`src/design/abbc_pkg.sv`:
```
package abbc_pkg;

    localparam logic [1:0] CFG_WIDTH     = 2'd0;
    localparam logic [1:0] CFG_HEIGHT    = 2'd1;
    localparam logic [1:0] CFG_ALPHA_SRC = 2'd2;

    localparam logic KIND_REPORT = 1'b0;
    localparam logic KIND_PIXEL  = 1'b1;

    localparam int QUEUE_DEPTH = 4;
    localparam int QAW         = $clog2(QUEUE_DEPTH);
    localparam int QCW         = $clog2(QUEUE_DEPTH + 1);

    typedef struct packed {
        logic        kind;
        logic [23:0] rgb;
        logic [7:0]  alpha;
        logic [11:0] left;
        logic [11:0] top;
        logic [12:0] width;
        logic [12:0] height;
        logic        empty;
        logic        last;
    } t_job;

    typedef struct packed {
        logic full;
        logic nonempty;
    } t_qstat;

endpackage

```
`src/design/abbc_front.sv`:
```
module abbc_front import abbc_pkg::*; #(
    parameter int MAX_DIM = 4096
) (
    input  logic        i_clk,
    input  logic        i_rst_n,
    input  logic        i_cfg_valid,
    input  logic [1:0]  i_cfg_index,
    input  logic [12:0] i_cfg_data,
    input  logic        i_accept,
    input  logic [31:0] i_pixel_argb,
    input  logic [7:0]  i_alpha_sample,
    input  logic        i_pass_index,
    output logic        o_push,
    output t_job        o_job
);

    localparam int DW = $clog2(MAX_DIM + 1);
    localparam int PW = $clog2(MAX_DIM);

    function automatic logic [DW-1:0] clamp_dim(input logic [12:0] v);
        if (v == 13'd0) begin
            return DW'(1);
        end else if (32'(v) > MAX_DIM) begin
            return DW'(MAX_DIM);
        end else begin
            return DW'(v);
        end
    endfunction

    logic [DW-1:0] r_w, r_h;
    logic          r_src;
    logic [PW-1:0] r_col, r_row;
    logic [DW-1:0] r_min_col, r_min_row;
    logic [PW-1:0] r_max_col, r_max_row;

    logic [DW-1:0] n_min_col, n_min_row, base_min_col, base_min_row;
    logic [PW-1:0] n_max_col, n_max_row, base_max_col, base_max_row;
    logic [DW-1:0] diff_w, diff_h;
    logic [7:0]    alpha;
    logic          row_end, frame_end, origin, hit, empty, in_box;

    always_comb begin
        alpha     = r_src ? i_alpha_sample : i_pixel_argb[31:24];
        row_end   = ((DW+1)'(r_col) + (DW+1)'(1)) >= (DW+1)'(r_w);
        frame_end = row_end && (((DW+1)'(r_row) + (DW+1)'(1)) >= (DW+1)'(r_h));
        origin    = (r_col == '0) && (r_row == '0);
        hit       = (alpha != 8'd0);

        base_min_col = origin ? r_w : r_min_col;
        base_min_row = origin ? r_h : r_min_row;
        base_max_col = origin ? '0 : r_max_col;
        base_max_row = origin ? '0 : r_max_row;

        n_min_col = (hit && (DW'(r_col) < base_min_col)) ? DW'(r_col) : base_min_col;
        n_min_row = (hit && (DW'(r_row) < base_min_row)) ? DW'(r_row) : base_min_row;
        n_max_col = (hit && (r_col > base_max_col)) ? r_col : base_max_col;
        n_max_row = (hit && (r_row > base_max_row)) ? r_row : base_max_row;

        empty  = (DW'(n_max_col) < n_min_col) || (DW'(n_max_row) < n_min_row);
        diff_w = DW'(n_max_col) - n_min_col + DW'(1);
        diff_h = DW'(n_max_row) - n_min_row + DW'(1);

        in_box = (DW'(r_col) >= r_min_col) && (r_col <= r_max_col) &&
                 (DW'(r_row) >= r_min_row) && (r_row <= r_max_row);

        o_job.kind   = i_pass_index ? KIND_PIXEL : KIND_REPORT;
        o_job.rgb    = i_pixel_argb[23:0];
        o_job.alpha  = alpha;
        o_job.left   = empty ? 12'd0 : 12'(n_min_col);
        o_job.top    = empty ? 12'd0 : 12'(n_min_row);
        o_job.width  = empty ? 13'd0 : 13'(diff_w);
        o_job.height = empty ? 13'd0 : 13'(diff_h);
        o_job.empty  = empty;
        o_job.last   = (r_col == r_max_col) && (r_row == r_max_row);

        o_push = i_accept && (i_pass_index ? in_box : frame_end);
    end

    always_ff @(posedge i_clk) begin
        if (!i_rst_n) begin
            r_w       <= DW'(1);
            r_h       <= DW'(1);
            r_src     <= 1'b0;
            r_col     <= '0;
            r_row     <= '0;
            r_min_col <= DW'(1);
            r_min_row <= DW'(1);
            r_max_col <= '0;
            r_max_row <= '0;
        end else if (i_cfg_valid) begin
            unique case (i_cfg_index)
                CFG_WIDTH: begin
                    r_w       <= clamp_dim(i_cfg_data);
                    r_col     <= '0;
                    r_row     <= '0;
                    r_min_col <= clamp_dim(i_cfg_data);
                    r_min_row <= r_h;
                    r_max_col <= '0;
                    r_max_row <= '0;
                end
                CFG_HEIGHT: begin
                    r_h       <= clamp_dim(i_cfg_data);
                    r_col     <= '0;
                    r_row     <= '0;
                    r_min_col <= r_w;
                    r_min_row <= clamp_dim(i_cfg_data);
                    r_max_col <= '0;
                    r_max_row <= '0;
                end
                CFG_ALPHA_SRC: begin
                    r_src <= i_cfg_data[0];
                end
                default: begin
                end
            endcase
        end else if (i_accept) begin
            if (!i_pass_index) begin
                r_min_col <= n_min_col;
                r_min_row <= n_min_row;
                r_max_col <= n_max_col;
                r_max_row <= n_max_row;
            end
            if (frame_end) begin
                r_col <= '0;
                r_row <= '0;
            end else if (row_end) begin
                r_col <= '0;
                r_row <= r_row + PW'(1);
            end else begin
                r_col <= r_col + PW'(1);
            end
        end
    end

endmodule

```
`src/design/abbc_queue.sv`:
```
module abbc_queue import abbc_pkg::*; (
    input  logic   i_clk,
    input  logic   i_rst_n,
    input  logic   i_push,
    input  t_job   i_job,
    input  logic   i_pop,
    output t_qstat o_stat,
    output t_job   o_head
);

    t_job           r_mem [QUEUE_DEPTH];
    logic [QAW-1:0] r_wr, r_rd;
    logic [QCW-1:0] r_count;

    assign o_head          = r_mem[r_rd];
    assign o_stat.full     = (r_count == QCW'(QUEUE_DEPTH));
    assign o_stat.nonempty = (r_count != '0);

    always_ff @(posedge i_clk) begin
        if (i_push) begin
            r_mem[r_wr] <= i_job;
        end
    end

    always_ff @(posedge i_clk) begin
        if (!i_rst_n) begin
            r_wr    <= '0;
            r_rd    <= '0;
            r_count <= '0;
        end else begin
            if (i_push) begin
                r_wr <= r_wr + QAW'(1);
            end
            if (i_pop) begin
                r_rd <= r_rd + QAW'(1);
            end
            r_count <= r_count + QCW'(i_push) - QCW'(i_pop);
        end
    end

endmodule

```
`src/design/abbc_back.sv`:
```
module abbc_back import abbc_pkg::*; (
    input  logic        i_clk,
    input  logic        i_rst_n,
    input  t_qstat      i_stat,
    input  t_job        i_head,
    output logic        o_pop,
    input  logic        i_out_stall,
    output logic        o_out_valid,
    output logic        o_result_kind,
    output logic [15:0] o_color565,
    output logic [7:0]  o_alpha_out,
    output logic [11:0] o_box_left,
    output logic [11:0] o_box_top,
    output logic [12:0] o_box_width,
    output logic [12:0] o_box_height,
    output logic        o_box_empty,
    output logic        o_last_pixel
);

    logic        r_valid;
    logic        r_kind, r_empty, r_last;
    logic [15:0] r_color;
    logic [7:0]  r_alpha;
    logic [11:0] r_left, r_top;
    logic [12:0] r_width, r_height;
    logic        is_pix;

    assign is_pix = (i_head.kind == KIND_PIXEL);
    assign o_pop  = i_stat.nonempty && (!r_valid || !i_out_stall);

    always_ff @(posedge i_clk) begin
        if (!i_rst_n) begin
            r_valid <= 1'b0;
        end else if (o_pop) begin
            r_valid <= 1'b1;
        end else if (!i_out_stall) begin
            r_valid <= 1'b0;
        end
    end

    always_ff @(posedge i_clk) begin
        if (o_pop) begin
            r_kind   <= i_head.kind;
            r_color  <= is_pix ? {i_head.rgb[23:19], i_head.rgb[15:10], i_head.rgb[7:3]}
                               : 16'd0;
            r_alpha  <= is_pix ? i_head.alpha : 8'd0;
            r_left   <= is_pix ? 12'd0 : i_head.left;
            r_top    <= is_pix ? 12'd0 : i_head.top;
            r_width  <= is_pix ? 13'd0 : i_head.width;
            r_height <= is_pix ? 13'd0 : i_head.height;
            r_empty  <= is_pix ? 1'b0 : i_head.empty;
            r_last   <= is_pix ? i_head.last : 1'b0;
        end
    end

    assign o_out_valid   = r_valid;
    assign o_result_kind = r_kind;
    assign o_color565    = r_color;
    assign o_alpha_out   = r_alpha;
    assign o_box_left    = r_left;
    assign o_box_top     = r_top;
    assign o_box_width   = r_width;
    assign o_box_height  = r_height;
    assign o_box_empty   = r_empty;
    assign o_last_pixel  = r_last;

endmodule

```
`src/design/alpha_bbox_crop_rgb565_unit.sv`:
```
// Each result job is written into the queue, then popped into the output register.
// Throughput: one pixel word per cycle while input stall is low; a 4-word queue
// between the scan logic and the output register absorbs output stalls, and input
// stall rises when it fills or while a register write is presented.
// Reset (synchronous, active low): width and height 1, alpha from pixel bits,
// scan at column 0 row 0, box empty, queue and output register empty.
module alpha_bbox_crop_rgb565_unit import abbc_pkg::*; #(
    parameter int MAX_DIM = 4096
) (
    input  logic        i_clk,
    input  logic        i_rst_n,
    input  logic        i_cfg_valid,
    output logic        o_cfg_ready,
    input  logic [1:0]  i_cfg_index,
    input  logic [12:0] i_cfg_data,
    input  logic        i_in_valid,
    output logic        o_in_stall,
    input  logic [31:0] i_pixel_argb,
    input  logic [7:0]  i_alpha_sample,
    input  logic        i_pass_index,
    output logic        o_out_valid,
    input  logic        i_out_stall,
    output logic        o_result_kind,
    output logic [15:0] o_color565,
    output logic [7:0]  o_alpha_out,
    output logic [11:0] o_box_left,
    output logic [11:0] o_box_top,
    output logic [12:0] o_box_width,
    output logic [12:0] o_box_height,
    output logic        o_box_empty,
    output logic        o_last_pixel
);

    t_job   push_job, head_job;
    t_qstat qstat;
    logic   push, pop, accept;

    assign o_cfg_ready = 1'b1;
    assign o_in_stall  = qstat.full || i_cfg_valid;
    assign accept      = i_in_valid && !o_in_stall;

    abbc_front #(.MAX_DIM(MAX_DIM)) u_front (
        .i_clk          (i_clk),
        .i_rst_n        (i_rst_n),
        .i_cfg_valid    (i_cfg_valid),
        .i_cfg_index    (i_cfg_index),
        .i_cfg_data     (i_cfg_data),
        .i_accept       (accept),
        .i_pixel_argb   (i_pixel_argb),
        .i_alpha_sample (i_alpha_sample),
        .i_pass_index   (i_pass_index),
        .o_push         (push),
        .o_job          (push_job)
    );

    abbc_queue u_queue (
        .i_clk   (i_clk),
        .i_rst_n (i_rst_n),
        .i_push  (push),
        .i_job   (push_job),
        .i_pop   (pop),
        .o_stat  (qstat),
        .o_head  (head_job)
    );

    abbc_back u_back (
        .i_clk         (i_clk),
        .i_rst_n       (i_rst_n),
        .i_stat        (qstat),
        .i_head        (head_job),
        .o_pop         (pop),
        .i_out_stall   (i_out_stall),
        .o_out_valid   (o_out_valid),
        .o_result_kind (o_result_kind),
        .o_color565    (o_color565),
        .o_alpha_out   (o_alpha_out),
        .o_box_left    (o_box_left),
        .o_box_top     (o_box_top),
        .o_box_width   (o_box_width),
        .o_box_height  (o_box_height),
        .o_box_empty   (o_box_empty),
        .o_last_pixel  (o_last_pixel)
    );

endmodule

```
`config.mk`:
```
export PLATFORM = sky130hd
export DESIGN_NAME = alpha_bbox_crop_rgb565_unit
export DESIGN_NICKNAME = d
export VERILOG_FILES = /design/src/design/abbc_pkg.sv /design/src/design/abbc_front.sv /design/src/design/abbc_queue.sv /design/src/design/abbc_back.sv /design/src/design/alpha_bbox_crop_rgb565_unit.sv
export SDC_FILE = /design/constraint.sdc
export NUM_CORES = 1
export LEC_CHECK = 0
export ABC_AREA = 0
export BUFFER_PORTS_ARGS = -buffer_cell sky130_fd_sc_hd__buf_2
export CELL_PAD_IN_SITES_DETAIL_PLACEMENT = 1
export CELL_PAD_IN_SITES_GLOBAL_PLACEMENT = 1
export CORE_UTILIZATION = 25
export DETAILED_ROUTE_END_ITERATION = 7
export GPL_TIMING_DRIVEN = 0
export PLACE_DENSITY_LB_ADDON = 0.15
export SKIP_CTS_REPAIR_TIMING = 1
export SYNTH_ARGS = -nofsm -noshare
export SYNTH_HDL_FRONTEND = slang
export SYNTH_SLANG_ARGS = --single-unit
```
`constraint.sdc`:
```
create_clock -name i_clk -period 6.44 [get_ports i_clk]
set_clock_uncertainty 0.1 [all_clocks]
set_input_delay 0.966 -clock i_clk [delete_from_list [all_inputs] [get_ports i_clk]]
set_output_delay 0.966 -clock i_clk [all_outputs]
set_load 0.01 [all_outputs]
```
Word-level counts from Yosys, hierarchy flattened
Memory sizes are Yosys's and may differ from the RTL's. A register that Yosys moved wholly into a read port is not among the register bits.
Cells that the tools add are included.
{ "op_classes": {"add_sub_neg": 12, "order_cmp": 13, "n_eq_ne": 9, "mux": 46, "reduce_logical": 35} }
{ "ops": {"columns": ["op", "n"], "rows": [
  ["12-bit two-way mux", 21],
  ["13-bit two-way mux", 14],
  ["12-bit by 13-bit less-than comparator with 1-bit output", 4],
  ["13-bit case mux with 2 select lines", 2],
  ["14-bit by 13-bit greater-or-equal comparator with 1-bit output", 2],
  ["12-bit by 1-bit adder with 13-bit output, second input constant", 2],
  ["13-bit by 1-bit adder with 13-bit output, second input constant", 2],
  ["12-bit by 13-bit greater-or-equal comparator with 1-bit output", 2],
  ["12-bit by 13-bit subtractor with 13-bit output", 2],
  ["12-bit by 1-bit adder with 12-bit output, second input constant", 2],
  ["12-bit == test", 2],
  ["12-bit > comparator", 2],
  ["12-bit less-or-equal comparator", 2],
  ["12-bit zero test", 2],
  ["13-bit > comparator, second input constant", 1],
  ["1-bit logical AND", 13],
  ["13-bit zero test", 1],
  ["3-bit AND reduction", 3],
  ["8-bit two-way mux", 1],
  ["2-bit AND reduction", 4],
  ["8-bit nonzero test", 1],
  ["1-bit two-way mux", 6],
  ["3-bit nonzero test", 2],
  ["2-bit by 1-bit adder with 2-bit output, second input constant", 2],
  ["other kinds (14)", 20]
]} }
{ "word_totals": {"regBits": 186, "ram_bits": 340, "in_bits": 61, "output_inout_bits": 80, "wordCells": 138, "n_memories": 1} }
{ "mem_list": {"columns": ["memory", "depth", "word_bits", "read_ports", "rd_clocked_by_memory_dff", "write_ports", "line_no", "source"], "rows": [
  ["u_queue.r_mem", 4, 85, 1, 1, 1, "abbc_queue.sv:11", "t_job r_mem [QUEUE_DEPTH];"]
]} }

Longest topological paths before layout
Gate-level depths: netlist (run 1).
{ "depth": {"depth_word": 9, "depth_mapped": 31, "mapped_depth_nobuf": 28} }

Modules after synthesis
A second synthesis (run 1) with hierarchy kept.
{ "hier_totals": {"hier_cells": 2174, "hier_area_um2": 27072.2} }
{ "by_module_without_submodules": {"columns": ["module", "instances", "cells_per_inst", "area_per_inst_um2", "seq_area_each_um2"], "rows": [
  ["abbc_queue", 1, 487, 12763.5, 10390.0],
  ["abbc_front", 1, 1518, 11389.7, 2021.9],
  ["abbc_back", 1, 165, 2894.0, 2332.2],
  ["alpha_bbox_crop_rgb565_unit", 1, 4, 25.0, 0.0]
]} }

Least setup slack after synthesis (run 1)
Ideal clock, no wire load.
{ "synth_path": {"path_kind": "reg2reg", "from": "register u_front.r_row[0]", "to": "memory u_queue.r_mem[0][27] (netlist name) (data pin)", "setup_ns": 0.203, "arrival_ns": 6.710, "t_required_ns": 6.137, "setup_slack_ns": -0.573, "path_stages_with_launch": 29, "n_path_buf": 1, "period_less_slack_ns": 7.013, "cell_sequence": "dfxtp_1 > inv_1 > ha_1 > or4b_4 > or2_4 > nor2_1 > clkbuf_1 > nor2_1 > a21oi_1 > ha_1 > a211o_1 > a211oi_1 > a221oi_1 > o21a_2 > nor2_1 > mux2_2 > ha_1 > inv_1 > ha_1 > maj3_1 > a21oi_1 > o21bai_1 > a21o_1 > a31o_2 > a22o_1 > o41ai_2 > a21boi_1 > o21a_1 > nor3_1"} }
{ "synth_lines": {"columns": ["element", "line_no", "source"], "rows": [
  ["start, declared", "abbc_front.sv:32", "logic [PW-1:0] r_col, r_row;"],
  ["start signal, assigned", "abbc_front.sv:128", "r_row <= r_row + PW'(1);"],
  ["end, declared", "abbc_queue.sv:11", null]
]} }

==> impl_metrics.prom, run 1 <==
# TYPE chip_impl_metric gauge
chip_impl_info{name="run_status",value="finished, violations left"} 1
chip_impl_info{name="violations",value="setup timing"} 1
chip_impl_info{name="setup.worst_path.class",value="reg -> reg"} 1
chip_impl_info{name="hp-class",value="reg -> reg"} 1
chip_impl_info{name="synth_top_family_by_area",value="simple AND/OR/NAND/NOR gates"} 1
chip_impl_info{name="critPathLaunchType",value="flip-flop"} 1
chip_impl_metric{name="synth_simple_gate_area_share",unit="%"} 11.7
chip_impl_metric{name="post_synth_mux_area_share",unit="%"} 8.56
chip_impl_metric{name="route.detailed.drc",unit=""} 0
chip_impl_metric{name="viasPerCell",unit=""} 4.76
chip_impl_metric{name="fillerInstances",unit=""} 10700
chip_impl_metric{name="postLayoutSetupSlackWorst",unit="ps"} -110
chip_impl_metric{name="synth_area",unit="um^2"} 25100
chip_impl_metric{name="regToRegSetupSlack",unit="ps"} -110
chip_impl_metric{name="drtAntennaViolNets",unit=""} 0
chip_impl_metric{name="dp_worst_setup_slack",unit="ps"} -2440
chip_impl_metric{name="whs",unit="ps"} 398
chip_impl_metric{name="io-pin-count",unit=""} 141
chip_impl_metric{name="drt_first_iter_violations",unit=""} 908
chip_impl_metric{name="fin_area",unit="um^2"} 31400
chip_impl_info{name="cts_root_buf",value="sky130_fd_sc_hd__clkbuf_16"} 1
chip_impl_metric{name="hold_path_cells",unit=""} 1
chip_impl_metric{name="number_of_nets_in_the_final_layout",unit=""} 2545
chip_impl_metric{name="fmax",unit="GHz"} 0.153
chip_impl_metric{name="max_slew.worst_pin.slew",unit="ps"} 1230
chip_impl_metric{name="layout-drive-gt1-share",unit="%"} 25.0
chip_impl_metric{name="clock_sink_count",unit=""} 496
chip_impl_info{name="highest_count_cells_in_the_layout_ignoring_fill_and_taps",value="sky130_fd_sc_hd__edfxtp_1, sky130_fd_sc_hd__ha_1, sky130_fd_sc_hd__nand2_1"} 1
chip_impl_metric{name="grt_start_max_net_pins",unit=""} 46
chip_impl_metric{name="numPlacedInstances",unit=""} 3445
chip_impl_info{name="timing.critical_path.mode_cell",value="sky130_fd_sc_hd__ha_4"} 1
chip_impl_metric{name="setup-tns-final",unit="ps"} -453
chip_impl_info{name="r2r-end",value="u_queue.r_mem[2][27]"} 1
chip_impl_info{name="hold_end",value="u_front.r_min_row[4]"} 1
chip_impl_metric{name="area_of_the_die",unit="um^2"} 102000
chip_impl_metric{name="final_non_filler_cells",unit=""} 3633
chip_impl_metric{name="static-leakage-power",unit="nW"} 11.1
chip_impl_metric{name="ff2ff_path_depth",unit=""} 29
chip_impl_metric{name="synth-edff-count",unit=""} 385
chip_impl_info{name="most_common_cell_after_layout_fill_and_taps_aside",value="sky130_fd_sc_hd__edfxtp_1"} 1
chip_impl_metric{name="grt_overflow",unit=""} 0
chip_impl_metric{name="dieWidth",unit="um"} 319
chip_impl_metric{name="synth_seq_cells",unit=""} 496
chip_impl_metric{name="number_of_endpoints_failing_setup_at_the_final_stage",unit=""} 8
chip_impl_metric{name="antenna_violations_before_repair",unit=""} 4
chip_impl_metric{name="yosysSeqAreaShare",unit="%"} 54.8
chip_impl_metric{name="timing_hold_violations_final",unit=""} 0
chip_impl_metric{name="postSynthAreaPerCell",unit="um^2"} 12.4
chip_impl_metric{name="core.rowCount",unit=""} 115
chip_impl_metric{name="initial_core_util",unit="%"} 25.4
chip_impl_info{name="timing.critical_path.slowest_stage_cell",value="sky130_fd_sc_hd__or4b_4"} 1
chip_impl_info{name="holdCritStartpoint",value="u_front.r_min_row[4]"} 1
chip_impl_info{name="rsz_0062_raised_after_global_routing",value="yes"} 1
chip_impl_metric{name="drt_pass1_iterations",unit=""} 5
chip_impl_metric{name="overall_die_height",unit="um"} 319
chip_impl_metric{name="period_minus_slack",unit="ps"} 6550
chip_impl_metric{name="seq_area",unit="um^2"} 13800
chip_impl_info{name="yosys_most_used_dff",value="sky130_fd_sc_hd__edfxtp_1"} 1
chip_impl_metric{name="deepest_level_of_the_cts_h_tree",unit=""} 2
chip_impl_metric{name="grt_pass1_wl",unit="mm"} 116
chip_impl_metric{name="routedWlPerCell",unit="um"} 22.0
chip_impl_info{name="critPathCaptureType",value="flip-flop"} 1
chip_impl_metric{name="period_share",unit="%"} 102
chip_impl_metric{name="crit_arrival",unit="ps"} 6900
chip_impl_metric{name="cts.clk_slew.worst_paths",unit="ps"} 60
chip_impl_metric{name="cpPeakStageDelay",unit="ps"} 480
chip_impl_metric{name="critical_path_peak_fanout",unit=""} 5
chip_impl_metric{name="synthXorXnorAreaFrac",unit="%"} 1.25
chip_impl_metric{name="first_global_vias",unit=""} 18100
chip_impl_metric{name="finalPower",unit="mW"} 10.3
chip_impl_metric{name="area_growth_from_synthesis_to_layout",unit="%"} 24.7
chip_impl_metric{name="multi_input_area",unit="um^2"} 11400
chip_impl_metric{name="io_buffers",unit=""} 129
chip_impl_metric{name="p_per_area",unit="nW/um^2"} 330
chip_impl_metric{name="detailed_place_hpwl",unit="mm"} 60.1
chip_impl_metric{name="synth_compound_area_share",unit="%"} 10.6
chip_impl_metric{name="gp_congestion",unit=""} 0.860
chip_impl_metric{name="max_cap_violations",unit=""} 0
chip_impl_metric{name="postPlaceCellArea",unit="um^2"} 27600
chip_impl_metric{name="critical_path_required",unit="ps"} 6790
chip_impl_metric{name="number_of_distinct_library_cells_after_synthesis",unit=""} 78
chip_impl_info{name="tritoncts",value="yes"} 1
chip_impl_metric{name="worst_skew_pair.late_latency",unit="ps"} 650
chip_impl_metric{name="layout.core_utilization",unit="%"} 31.7
chip_impl_metric{name="drt_wl_total",unit="mm"} 79.7
chip_impl_metric{name="via_count",unit=""} 17300
chip_impl_metric{name="syn-instance-count",unit=""} 2021
chip_impl_metric{name="cts_buffers",unit=""} 59
chip_impl_metric{name="yosys_warnings",unit=""} 0
chip_impl_metric{name="synthesis.nets",unit=""} 2271
chip_impl_metric{name="cts_max_path_bufs",unit=""} 3
chip_impl_info{name="crit_family",value="compound AO/OA/AOI/OAI gates"} 1
chip_impl_metric{name="ir_drop",unit="V"} 0.000222
chip_impl_metric{name="synth-adder-area-share",unit="%"} 9.73
chip_impl_metric{name="async_flop_share",unit="%"} 0
chip_impl_metric{name="timing.final.max_slew_violations",unit=""} 0
chip_impl_metric{name="core_area",unit="um^2"} 99000
chip_impl_metric{name="maxSlewHeadroom",unit="%"} 18.1
chip_impl_info{name="rr_startpoint",value="u_front.r_row[1]"} 1
chip_impl_metric{name="grtUsageTotal",unit="%"} 15.3
chip_impl_metric{name="cp_num_buf_inv",unit=""} 4
==> cells by family after synthesis <==
group / after synthesis
and+or+nand+nor: 572
DFF: 496
AOI/OAI and AO/OA: 392
buffers and inverters: 217
adders and majority gates: 191
muxes: 116
xor gates and xnor gates: 36
other: 1
==> report_power, final <==
group          switching [mW]  total (mW)  internal [mW]
registers               0.109        4.08           3.97
clock network            1.40        3.46           2.06
logic                    1.62        2.79           1.17
total                    3.13        10.3           7.20
==> cell type report <==
| type | instances | area share [%] |
|---|---|---|
| flip-flops and latches | 496 | 44.1 |
| multi-input cells | 1308 | 36.2 |
| well taps | 1287 | 5.14 |
| clock buffers | 72 | 4.99 |
| repair buffers | 213 | 4.81 |
| plain buffers | 98 | 1.80 |
| clock inverters | 39 | 1.49 |
| inverters | 119 | 1.47 |
| diodes | 1 | 0.00798 |
==> state kept, by name, indices dropped and copies added, names as in the netlist, 13 cells and up, named ones only <==
name / count
u_front.r_w: 13
u_queue.r_mem: 308
u_front.r_h: 13
u_back.o_box_height: 13
u_front.r_min_col: 13
u_back.o_box_width: 13
u_front.r_min_row: 13
u_back.o_color565: 16
==> worst max path at each step <==
stage,startpoint,to,slack (ps),cells after the start
global route,u_front.r_row[0],u_queue.r_mem[3][27],-300,29
global placement,u_front.r_col[0],u_queue.r_mem[2][26],-2410,29
detailed placement,u_front.r_col[0],u_queue.r_mem[0][24],-2440,28
finish,u_front.r_row[1],u_queue.r_mem[2][27],-110,29
floorplan,u_front.r_row[0],u_queue.r_mem[0][26],6,30
CTS,u_front.r_col[0],u_queue.r_mem[1][24],-2500,28
==> synthesized netlist by cell type (all sizes together), types with 13 or more instances <==
library cell	number	area share (%)
a21boi	35	1.0
a21o	28	0.84
a21oi	81	1.6
a22oi	28	0.84
and2	55	1.4
buf	17	0.36
clkbuf	81	1.2
dfxtp	111	8.8
edfxtp	385	46
ha	181	9.0
inv	118	1.8
mux2	21	0.94
mux2i	18	0.72
mux4	77	6.9
nand2	157	2.3
nand2b	13	0.32
nand3	35	0.70
nand4	22	0.55
nor2	95	1.4
nor2b	101	2.5
nor3	38	0.76
o2111ai	16	0.56
o211a	16	0.64
o211ai	14	0.42
o21a	30	0.90
o21ai	74	1.5
xnor2	25	0.87
==> routing by layer <==
| layer | share of wire [%] | vias to the layer above | global-route usage [%] |
|---|---|---|---|
| li1 | - | 8099 | - |
| met1 | 46 | 8782 | 20.4 |
| met2 | 48 | 308 | 25.6 |
| met3 | 3.6 | 117 | 1.96 |
| met4 | 2.8 | 2 | 4.74 |
| met5 | 0.023 | - | 0 |
Power figures use the tool's default switching activity.
==> inputs of run 2 (changes only) <==
--- a/config.mk
+++ b/config.mk
@@ -9,7 +9,7 @@
 export BUFFER_PORTS_ARGS = -buffer_cell sky130_fd_sc_hd__buf_2
 export CELL_PAD_IN_SITES_DETAIL_PLACEMENT = 1
 export CELL_PAD_IN_SITES_GLOBAL_PLACEMENT = 1
-export CORE_UTILIZATION = 25
+export CORE_UTILIZATION = 46
 export DETAILED_ROUTE_END_ITERATION = 7
 export GPL_TIMING_DRIVEN = 0
 export PLACE_DENSITY_LB_ADDON = 0.15
==> impl_metrics.prom, run 2 (synthesis gave the netlist of run 1 again) <==
# TYPE chip_impl_metric gauge
chip_impl_metric{name="maxSlewHeadroom",unit="%"} 21.2
chip_impl_metric{name="period_minus_slack",unit="ps"} 6770
chip_impl_info{name="hp-class",value="reg -> reg"} 1
chip_impl_info{name="critPathLaunchType",value="flip-flop"} 1
chip_impl_metric{name="period_share",unit="%"} 105
chip_impl_metric{name="core_area",unit="um^2"} 53900
chip_impl_metric{name="area_of_the_die",unit="um^2"} 55600
chip_impl_metric{name="clock_sink_count",unit=""} 496
chip_impl_metric{name="layout-drive-gt1-share",unit="%"} 25.7
chip_impl_info{name="r2r-end",value="u_queue.r_mem[1][27]"} 1
chip_impl_metric{name="crit_arrival",unit="ps"} 7090
chip_impl_metric{name="io_buffers",unit=""} 129
chip_impl_metric{name="max_slew.worst_pin.slew",unit="ps"} 1170
chip_impl_metric{name="drt_first_iter_violations",unit=""} 1091
chip_impl_metric{name="grt_pass1_wl",unit="mm"} 109
chip_impl_metric{name="viasPerCell",unit=""} 5.83
chip_impl_metric{name="detailed_place_hpwl",unit="mm"} 54.2
chip_impl_info{name="max_flop_register",value="u_queue.r_mem"} 1
chip_impl_metric{name="cts.clk_slew.worst_paths",unit="ps"} 60
chip_impl_metric{name="timing.final.max_slew_violations",unit=""} 0
chip_impl_metric{name="timing_hold_violations_final",unit=""} 0
chip_impl_metric{name="core.rowCount",unit=""} 85
chip_impl_info{name="holdCritStartpoint",value="u_front.r_min_row[1]"} 1
chip_impl_metric{name="first_global_vias",unit=""} 18000
chip_impl_info{name="cts_root_buf",value="sky130_fd_sc_hd__clkbuf_16"} 1
chip_impl_metric{name="dp_worst_setup_slack",unit="ps"} -2140
chip_impl_metric{name="drt_pass1_iterations",unit=""} 7
chip_impl_metric{name="p_per_area",unit="nW/um^2"} 332
chip_impl_metric{name="grtUsageTotal",unit="%"} 26.2
chip_impl_metric{name="io-pin-count",unit=""} 141
chip_impl_metric{name="via_count",unit=""} 17600
chip_impl_metric{name="area_growth_from_synthesis_to_layout",unit="%"} 20.7
chip_impl_metric{name="fmax",unit="GHz"} 0.148
chip_impl_metric{name="worst_skew_pair.late_latency",unit="ps"} 610
chip_impl_metric{name="gp_congestion",unit=""} 0.914
chip_impl_info{name="setup.worst_path.class",value="reg -> reg"} 1
chip_impl_metric{name="ir_drop",unit="V"} 0.000213
chip_impl_metric{name="deepest_level_of_the_cts_h_tree",unit=""} 2
chip_impl_info{name="rr_startpoint",value="u_front.r_row[1]"} 1
chip_impl_metric{name="critical_path_peak_fanout",unit=""} 5
chip_impl_info{name="critPathCaptureType",value="flip-flop"} 1
chip_impl_info{name="rsz_0062_raised_after_global_routing",value="yes"} 1
chip_impl_metric{name="static-leakage-power",unit="nW"} 10.9
chip_impl_info{name="most_common_cell_after_layout_fill_and_taps_aside",value="sky130_fd_sc_hd__edfxtp_1"} 1
chip_impl_metric{name="route.detailed.drc",unit=""} 0
chip_impl_metric{name="max_cap_violations",unit=""} 0
chip_impl_info{name="run_status",value="finished, violations left"} 1
chip_impl_info{name="violations",value="setup timing"} 1
chip_impl_metric{name="regToRegSetupSlack",unit="ps"} -330
chip_impl_metric{name="ff2ff_path_depth",unit=""} 28
chip_impl_metric{name="critical_path_required",unit="ps"} 6760
chip_impl_metric{name="drt_wl_total",unit="mm"} 75.0
chip_impl_metric{name="cpPeakStageDelay",unit="ps"} 490
chip_impl_metric{name="dieWidth",unit="um"} 236
chip_impl_metric{name="routedWlPerCell",unit="um"} 24.9
chip_impl_metric{name="antenna_violations_before_repair",unit=""} 4
chip_impl_info{name="timing.critical_path.mode_cell",value="sky130_fd_sc_hd__ha_4"} 1
chip_impl_metric{name="grt_overflow",unit=""} 0
chip_impl_metric{name="largest_reg_flops",unit=""} 308
chip_impl_metric{name="layout.core_utilization",unit="%"} 56.3
chip_impl_info{name="highest_count_cells_in_the_layout_ignoring_fill_and_taps",value="sky130_fd_sc_hd__edfxtp_1, sky130_fd_sc_hd__ha_1, sky130_fd_sc_hd__nand2_1"} 1
chip_impl_metric{name="initial_core_util",unit="%"} 46.6
chip_impl_metric{name="cts_buffers",unit=""} 52
chip_impl_metric{name="cts_max_path_bufs",unit=""} 3
chip_impl_metric{name="number_of_endpoints_failing_setup_at_the_final_stage",unit=""} 28
chip_impl_metric{name="overall_die_height",unit="um"} 236
chip_impl_metric{name="postLayoutSetupSlackWorst",unit="ps"} -325
chip_impl_metric{name="hold_path_cells",unit=""} 1
chip_impl_info{name="hold_end",value="u_front.r_min_row[1]"} 1
chip_impl_metric{name="finalPower",unit="mW"} 10.1
chip_impl_metric{name="drtAntennaViolNets",unit=""} 0
chip_impl_info{name="timing.critical_path.slowest_stage_cell",value="sky130_fd_sc_hd__or4b_4"} 1
chip_impl_info{name="tritoncts",value="yes"} 1
chip_impl_metric{name="number_of_nets_in_the_final_layout",unit=""} 2521
chip_impl_metric{name="grt_start_max_net_pins",unit=""} 54
## run 2: cell type report
cell class	count	area, um^2
fill	5389	23600
sequential	496	13800
multi-input combinational	1308	11500
clock buffer	66	1460
timing repair buffer	196	1280
tap	696	871
buffer	98	543
inverter	119	458
clock inverter	31	405
antenna	3	7.51
## run 2: stage by stage
stage	hold slack [ps]	setup TNS, ps	cell area (um^2)	std cells
floorplan	357	0	25200	2021
global placement	378	-751590	26700	2846
detailed placement	388	-352400	26900	2852
CTS	401	-360330	28700	2949
global route	417	-29140	30300	3013
finish	399	-3910	30300	3013
## run 2: worst max-delay path, delay by kind of cell (launching register included)
family          cells  cell delay (ps)
compound gates     13             2860
mux                 1              360
buf+inv             3              280
simple gates        6             1420
fa+ha+maj           5             1150
flops               1              370
## run 2: worst max path at each step
stage,from,endpoint,cells after the start
3_3_place_gp,u_front.r_col[0],u_queue.r_mem[0][18],28
5_1_grt,u_front.r_col[2],u_queue.r_mem[2][13],31
3_5_place_dp,u_front.r_col[0],u_queue.r_mem[2][18],28
6_report,u_front.r_row[1],u_queue.r_mem[1][27],28
4_1_cts,u_front.r_col[0],u_queue.r_mem[0][18],28
2_1_floorplan,u_front.r_row[0],u_queue.r_mem[0][26],30
## run 2: per-layer routing
metal | track usage [%] | vias to the layer above | share of wire, %
met4 | 9.90 | 0 | 3.3
met1 | 33.6 | 8916 | 42
met2 | 45.0 | 447 | 50
met5 | 0 | - | 0
met3 | 3.64 | 128 | 4.2
li1 | - | 8064 | -
## run 2: where the power goes
group | total, mW | internal, mW | switching, mW
logic | 2.75 | 1.13 | 1.62
clock network | 3.22 | 1.90 | 1.32
registers | 4.09 | 3.97 | 0.116
total | 10.1 | 7.00 | 3.06
